### config.mk
export PLATFORM = sky130hd
export DESIGN_NAME = rmth_ctrl
export DESIGN_NICKNAME = d
export VERILOG_FILES = /design/src/rtl/rmth_pkg.sv /design/src/rtl/rmth_ctrl.sv
export SDC_FILE = /design/constraint.sdc
export NUM_CORES = 1
export LEC_CHECK = 0
export BUFFER_PORTS_ARGS = -buffer_cell sky130_fd_sc_hd__buf_2
export CORE_AREA = 3 3 40 42
export DETAILED_ROUTE_END_ITERATION = 8
export DIE_AREA = 0 0 43 45
export GPL_TIMING_DRIVEN = 0
export PLACE_DENSITY = 0.55
export SYNTH_ARGS = -nofsm -noshare
export SYNTH_HDL_FRONTEND = slang
export SYNTH_SLANG_ARGS = --single-unit
### constraint.sdc
create_clock -name i_clk -period 3.15 [get_ports i_clk]
set_clock_uncertainty 0.1 [all_clocks]
set_input_delay 0.315 -clock i_clk [delete_from_list [all_inputs] [get_ports i_clk]]
set_output_delay 0.315 -clock i_clk [all_outputs]
set_load 0.02 [all_outputs]
### src/rtl/rmth_pkg.sv
`timescale 1ns / 1ps
// ----------------------------------------------------------------------------
// rmth_pkg: shared types for the running median block
// controller commands and datapath status
// ----------------------------------------------------------------------------
package rmth_pkg;

    localparam int VALUE_W  = 32;
    localparam int MEDIAN_W = 33;

    // heap operation requested from the datapath
    typedef enum logic [1:0] {
        OP_PUSH    = 2'd0,
        OP_REPLACE = 2'd1,
        OP_NONE    = 2'd2
    } t_heap_op;

    typedef struct packed {
        logic     latch;      // capture the incoming request value
        logic     start;      // begin the heap operation
        logic     heap_sel;   // 0: lower (max) heap, 1: upper (min) heap
        t_heap_op op;
    } t_cmd;

    typedef struct packed {
        logic busy;           // heap op in progress
        logic full;           // store holds CAPACITY values
        logic is_even;        // count parity before this request
        logic swap;           // the top must be replaced
    } t_status;

endpackage

### src/rtl/rmth_ctrl.sv
`timescale 1ns / 1ps
// ----------------------------------------------------------------------------
// rmth_ctrl: request sequencer
// accepts a request, replaces on swap, pushes unless full, presents the result
// ----------------------------------------------------------------------------
module rmth_ctrl (
    input  logic              i_clk,
    input  logic              i_rst_n,
    input  logic              i_valid,
    input  logic              i_out_stall,
    input  rmth_pkg::t_status i_status,
    output logic              o_in_stall,
    output logic              o_out_valid,
    output logic              o_dropped,
    output rmth_pkg::t_cmd    o_cmd
);

    typedef enum logic [3:0] {
        C_IDLE = 4'b0001,
        C_REPL = 4'b0010,
        C_PUSH = 4'b0100,
        C_OUT  = 4'b1000
    } t_ctl;

    t_ctl r_st, n_st;
    logic r_drop, n_drop;
    logic r_sel, n_sel;   // heap that gets the push

    always_comb begin
        n_st = r_st; n_drop = r_drop; n_sel = r_sel;
        o_cmd = '{latch: 1'b0, start: 1'b0, heap_sel: 1'b0, op: rmth_pkg::OP_NONE};
        unique case (r_st)
            C_IDLE: begin
                if (i_valid) begin
                    o_cmd.latch = 1'b1;
                    n_drop = i_status.full;
                    n_sel = i_status.is_even;
                    if (i_status.full) begin
                        n_st = C_OUT;
                    end else if (i_status.swap) begin
                        n_st = C_REPL;
                    end else begin
                        n_st = C_PUSH;
                    end
                end
            end
            C_REPL: begin
                o_cmd = '{latch: 1'b0, start: 1'b1, heap_sel: ~r_sel,
                          op: rmth_pkg::OP_REPLACE};
                n_st = C_PUSH;
            end
            C_PUSH: begin
                if (!i_status.busy) begin
                    o_cmd = '{latch: 1'b0, start: 1'b1, heap_sel: r_sel,
                              op: rmth_pkg::OP_PUSH};
                    n_st = C_OUT;
                end
            end
            C_OUT: begin
                if (!i_status.busy && !i_out_stall) n_st = C_IDLE;
            end
            default: begin
                n_st = C_IDLE;
            end
        endcase
    end

    always_ff @(posedge i_clk) begin
        if (!i_rst_n) begin
            r_st <= C_IDLE;
        end else begin
            r_st <= n_st;
        end
        r_drop <= n_drop;
        r_sel  <= n_sel;
    end

    assign o_in_stall  = (r_st != C_IDLE);
    assign o_out_valid = (r_st == C_OUT) && !i_status.busy;
    assign o_dropped   = r_drop;

endmodule

==> results of run 1 <==
synthesized netlist by cell type:
| cell | number |
|---|---|
| or3_1 | 1 |
| o211ai_1 | 1 |
| buf_4 | 2 |
| edfxtp_1 | 2 |
| nand2_1 | 1 |
| nor3b_1 | 1 |
| nor4b_2 | 1 |
| nand3b_1 | 1 |
| nand2b_1 | 3 |
| dfxtp_1 | 4 |
| nor2_1 | 3 |
| or4_4 | 1 |
| a21o_1 | 1 |
| o21ai_4 | 1 |
| nor4_1 | 2 |
| inv_1 | 2 |
| o21ai_0 | 1 |
| buf_6 | 2 |
| o2bb2ai_1 | 1 |
| or4b_4 | 1 |
| xor2_1 | 1 |
| nor3_1 | 3 |
| a211oi_1 | 1 |
| or4b_1 | 1 |
| a211o_1 | 2 |
| mux2i_1 | 1 |
| a31oi_1 | 1 |
registers in the layout, summed over array words and instances (netlist names):
name / cells
o_dropped: 1
r_sel: 1
r_st: 4
routing by layer:
layer / up-vias / global-route usage / routed length, µm
met2: 6 / 0.1497 / 408
met3: 0 / 0.05976 / 44
met4: 0 / 0.03614 / 0
met1: 161 / 0.1341 / 429
met5: - / 0 / 0
li1: 196 / - / -
cell families after synthesis:
| logic type | count (synthesis) | share of synthesized area |
|---|---|---|
| and+or+nand+nor | 19 | 0.3212 |
| AOI/OAI and AO/OA | 9 | 0.1849 |
| DFF | 6 | 0.3394 |
| buffers and inverters | 6 | 0.1091 |
| xor gates and xnor gates | 1 | 0.02122 |
| muxes | 1 | 0.02424 |
report_power, final:
part           total, mW  leakage (nW)  internal (mW)  switching, mW
clock network     0.0747        0.0150         0.0479         0.0268
registers         0.0977        0.0518         0.0920        0.00571
logic              0.115         0.154         0.0504         0.0642
total              0.287         0.221          0.190         0.0967
worst max-delay path, delay by kind of cell, from the launching register on:
kind	cells	cell delay [ns]
and+or+nand+nor	2	0.76
buffers and inverters	2	0.33
DFF	1	0.30
how the worst min path moves through the flow:
stage,depth (start not counted),startpoint,to,slack [ns]
after floorplan,1,i_status[2],r_st[1],0.29
after global placement,1,i_status[1],r_sel,0.40
after detailed placement,1,i_status[1],r_sel,0.40
after CTS,1,i_status[1],r_sel,0.14
after global routing,1,i_status[1],r_sel,0.14
final,1,i_status[1],r_sel,0.15
cells in the final DEF, fill, tap and decap left out, types with 3 or more instances in the layout:
| cell | synthesis | layout |
|---|---|---|
| nand2b_1 | 3 | 3 |
| nor3_1 | 3 | 3 |
| buf_2 | 0 | 15 |
| nor2_1 | 3 | 3 |
| dfxtp_1 | 4 | 4 |
| clkbuf_4 | 0 | 3 |
cell type report:
type | instances | area [µm²]
clock buffer | 4 | 26.28
timing repair buffer | 15 | 75.07
sequential | 6 | 140.1
multi-input combinational | 30 | 227.7
inverter | 2 | 7.507
fill | 136 | 752.0
buffer | 4 | 37.54
tap | 15 | 18.77
per-stage QoR:
step	area [µm²]	worst slack, ns	cells	util	power (mW)
floorplan	412.9	1.278	42	-	0.1850
detailed placement	506.7	1.348	72	0.3944	0.2142
global route	533.0	1.021	76	0.4148	0.3087
global placement	506.7	1.349	72	0.3944	0.2135
finish	533.0	1.104	76	0.4148	0.2870
CTS	533.0	1.087	76	0.4148	0.2915
==> results.md, run 1 <==
- Status: finished, final reports clean
- Tmin final: 2.046 ns
- Mapped Area: 412.9 µm²
- GRT overflow: 0
- Share of the synthesized area in the top cell type: 0.1939
- CP Class: reg -> out
- Core ar.: 0.001285 mm²
- DRT iter0 DRCs: 7
- Synth Area per Inst: 9.831 µm²
- Clk_lat worst skew: 0.24 ns
- Yosys warnings: 0
- Fin Hold WS: 0.1482 ns
- Ports: 16
- Hold_buf cts: 0
- Worst-Margin Slew: 0.3534 ns
- Number of CTS-inserted buffers: 3
- DIE AREA: 0.001935 mm²
- Resize count post-CTS: 0
- Slew HR: 0.7622
- Critical path startpoint category: flip-flop
- CTS tree: built
- Initial DRT Pass Iterations: 4
- Syn Nets: 50
- Initial Util: 0.3213
- Pleak: 0.2206 nW
- Total of max-cap violations: 0
- Routed WL: 882 µm
- Fmax: 488.8 MHz
- Layout cells sized above 1: 0.4262
- DP HPWL: 700.8 µm
- Setup bufs post-CTS: 0
- Final nets: 70
- Vias: 363
- DRC violations left: 0
- RSZ-0062 raised after global routing: no
- Synth area leaders: dfxtp_1, edfxtp_1, buf_6
- Yosys reg bits: 6
- Syn Inst Count: 42
- Area leader, netlist: dfxtp_1
- Critical path arrival: 1.63 ns
- Worst R2R End: r_sel
- Hold WC Path Type: in -> reg
- Reg2reg path depth: 3
- Sequential area share after synthesis: 0.3394
- Diode count: 0
- Worst setup startpoint: r_st[3]
- Max-slew violations: 0
- Wire length per cell: 11.61 µm
- CP cell instances: buf_6 > or4b_4 > nor2_1 > buf_2
- GP Congestion: 0.7190
- TNS Setup: 0 ns
- Reg clk slew, reported paths: 0.05 ns
- Die X: 43 µm
- Final setup viols: 0
- Row cnt: 13
- Fin crit share: 0.6494
- CP endpoint kind: output port
- Pin count of the biggest net entering global routing: 11
- Vias per cell: 4.776
- Pwr Density: 538.5 mW/mm²
- Yosys cell types: 27
- Antenna Nets Post-Route: 0
- Initial antenna violation count: 0
- Worst VDD drop: 0.2606 mV
- Area Overhead vs Synth: 29.09%
- Internal reg-to-reg setup slack: 1.56 ns
- CTS Root Cell: clkbuf_4
- Crit path to: o_cmd[4]
- CP Max Fanout: 10
- CP required: 2.73 ns
- Critical-path top delay cell: or4b_4
- H-tree depth: 1
- Port bufs: 15
- Clk sinks: 6
- Worst path max stage delay: 0.56 ns
- Clock buffer depth: 2
- GRT Total Usage: 0.1054
- Die outline height: 45 µm
- Number of global-route vias before repair: 345
- Beginning of the worst register-to-register path: r_st[3]
- Final Hold Viols: 0
- First-pass GRT wire length: 1511 µm
(Power assumes the default switching activity.)
==> run 2: changes to the inputs <==
--- a/config.mk
+++ b/config.mk
@@ -10,7 +10,7 @@
 export DETAILED_ROUTE_END_ITERATION = 8
 export DIE_AREA = 0 0 43 45
 export GPL_TIMING_DRIVEN = 0
-export PLACE_DENSITY = 0.55
+export PLACE_DENSITY = 0.57
 export SYNTH_ARGS = -nofsm -noshare
 export SYNTH_HDL_FRONTEND = slang
 export SYNTH_SLANG_ARGS = --single-unit
==> constraint.sdc (replaced) <==
create_clock -name i_clk -period 1.7 [get_ports i_clk]
set_clock_uncertainty 0.1 [all_clocks]
set_input_delay 0.17 -clock i_clk [delete_from_list [all_inputs] [get_ports i_clk]]
set_output_delay 0.17 -clock i_clk [all_outputs]
set_load 0.02 [all_outputs]
==> results.md, run 2 (synthesized netlist as in run 1, its figures left out) <==
- Fmax: 595.8 MHz
- GRT overflow: 0 (unchanged)
- H-tree depth: 1 (unchanged)
- Final setup viols: 0 (unchanged)
- Placed cell count: 72 (unchanged)
- Vias per cell: 5.000 (was 4.776)
- GP Congestion: 0.6473 (was 0.7190)
- Vias: 390 (was 363)
- DRC violations left: 0 (unchanged)
- CP endpoint kind: output port (unchanged)
- Area Overhead vs Synth: 40.30% (was 29.09%)
- Beginning of the worst register-to-register path: r_st[2] (was r_st[3])
- TNS Setup: 0 ns (unchanged)
- Diode count: 0 (unchanged)
- Final Hold Viols: 0 (unchanged)
- Logic gate share of total power: 0.424 (was 0.399)
- Reg clk slew, reported paths: 0.04 ns (was 0.05 ns)
- Fin crit share: 0.9874
- CP Class: reg -> out (unchanged)
- Core ar.: 0.001285 mm² (unchanged)
- Die outline height: 45 µm (unchanged)
- Pin count of the biggest net entering global routing: 11 (unchanged)
- DP HPWL: 680.8 µm (was 700.8 µm)
- Hold WC Path Type: in -> reg (unchanged)
- Initial DRT Pass Iterations: 4 (unchanged)
- Initial Util: 0.3213 (unchanged)
- Status: finished, final reports clean (unchanged)
- Clk_lat worst skew: 0.25 ns (was 0.24 ns)
- Worst setup startpoint: r_st[2] (was r_st[3])
- Clk pwr share: 0.244 (was 0.260)
- Clk sinks: 6 (unchanged)
- Number of global-route vias before repair: 341 (was 345)
- Ports: 16 (unchanged)
- Wire length per cell: 12.00 µm (was 11.61 µm)
- Fill count: 135 (was 136)
- Biggest register: r_st (unchanged)
- Total of max-cap violations: 0 (unchanged)
- Most frequent cells in the layout: buf_2, buf_4 (was buf_2, dfxtp_1)
- Multi-input gate area: 242.7 µm² (was 227.7 µm²)
- CTS tree: built (unchanged)
- Critical path arrival: 1.41 ns (was 1.63 ns)
- DIE AREA: 0.001935 mm² (unchanged)
- CP required: 1.43 ns (was 2.73 ns)
- Die X: 43 µm (unchanged)
- Routed WL: 936 µm (was 882 µm)
- RSZ-0062 raised after global routing: yes (was no)
- Clock buffer depth: 2 (unchanged)
- Critical path startpoint category: flip-flop (unchanged)
- Max-slew violations: 0 (unchanged)
- First-pass GRT wire length: 1469 µm (was 1511 µm)
- Final nets: 72 (was 70)
- Finished Layout Cells: 78 (was 76)
- Psw: 0.1890 mW (was 0.09671 mW)
- GRT Total Usage: 0.1062 (was 0.1054)
- Row cnt: 13 (unchanged)
- Initial antenna violation count: 0 (unchanged)
- Pleak: 0.2363 nW (was 0.2206 nW)
- Switching share of power: 0.3375 (was 0.3370)
- Number of CTS-inserted buffers: 3 (unchanged)
- Pwr Density: 966.5 mW/mm² (was 538.5 mW/mm²)
- Antenna Nets Post-Route: 0 (unchanged)
- Reg2reg path depth: 3 (unchanged)
- Tmin final: 1.678 ns
- CP Max Fanout: 4 (was 10)
- Sequential cell area: 142.6 µm² (was 140.1 µm²)
- Power Internal: 0.3709 mW (was 0.1903 mW)
- Sequential share of power: 0.331 (was 0.340)
- Worst R2R End: r_sel (unchanged)
- Commonest non-fill, non-tap cell in the layout: buf_2 (unchanged)
- DRT iter0 DRCs: 5 (was 7)
- Slew HR: 0.7513 (was 0.7622)
- Layout cells sized above 1: 0.4921 (was 0.4262)
- Worst VDD drop: 0.5128 mV (was 0.2606 mV)
- Worst-Margin Slew: 0.3697 ns (was 0.3534 ns)
- Finished Core Util: 0.4508 (was 0.4148)
- Internal reg-to-reg setup slack: 0.16 ns (was 1.56 ns)
- Crit path to: o_cmd[4] (unchanged)
- CTS Root Cell: clkbuf_4 (unchanged)
- Largest register FFs: 4 (unchanged)
- Port bufs: 15 (unchanged)
==> run 2: cell count changes in the layout (fill, tap and decap cells not counted), sizes merged <==
cell	change
dlygate4sd3	+1
buf	+1
==> run 2: area by class of cell <==
class                           instances  area share
Clock buffer                            4     0.04536
Sequential cell                         6      0.2462
Multi-Input combinational cell         30      0.4190
Timing Repair Buffer                   18      0.1922
Inverter                                2     0.01296
Tap cell                               15     0.03240
Buffer                                  3     0.05184
==> run 2: what timing repair did <==
action / CTS / global route
resized for setup: 3 / 6
endpoints found under the setup margin: 3 / 3
hold buffers: 1 / 0
buffers inserted: 2 / 0
pin swaps: 2 / 2
endpoints found under the hold margin: 1 / 0
==> run 2: per-layer routing <==
| layer | vias to the layer above | GRT usage | wire length, µm | part of all wire |
|---|---|---|---|---|
| met3 | 0 | 0.03586 | 41 | 0.044 |
| met2 | 8 | 0.1737 | 491 | 0.52 |
| met1 | 183 | 0.1171 | 404 | 0.43 |
| met4 | 0 | 0.07229 | 0 | 0 |
| li1 | 199 | - | - | - |
| met5 | - | 0 | 0 | 0 |
==> run 2: power by group through the flow <==
stage	Sequential (mW)	Combinational, mW	Clock, mW
6_report	0.185	0.238	0.137
5_1_grt	0.187	0.256	0.155
4_1_cts	0.182	0.243	0.144
3_5_place_dp	0.184	0.220	0
3_3_place_gp	0.184	0.217	0
2_1_floorplan	0.186	0.165	0
==> run 2: stage by stage <==
step / instance area [µm²] / total power, mW / setup slack (ns) / hold WS (ns)
floorplan: 420.4 / 0.3506 / 0.07225 / 0.1414
global placement: 514.2 / 0.4015 / 0.1459 / 0.2491
detailed placement: 514.2 / 0.4040 / 0.1361 / 0.2491
CTS: 574.3 / 0.5701 / -0.03120 / 0.04469
global route: 579.3 / 0.5980 / -0.01389 / 0.05071
finish: 579.3 / 0.5599 / 0.02150 / 0.05027
==> run 2: worst min path at each step <==
stage,startpoint,endpoint,slack (ns),depth (start not counted)
finish,i_status[2],r_st[1],0.05,2
global route,i_status[2],r_st[1],0.05,2
detailed placement,i_status[1],r_sel,0.25,1
floorplan,i_status[2],r_st[1],0.14,1
global placement,i_status[1],r_sel,0.25,1
CTS,i_status[2],r_st[1],0.04,2
==> run 2: critical path, stage by stage, from the launching register on <==
cell and delay (ns):
dfxtp_2 0.32, or4b_4 0.59, nor2_4 0.13, buf_6 0.13
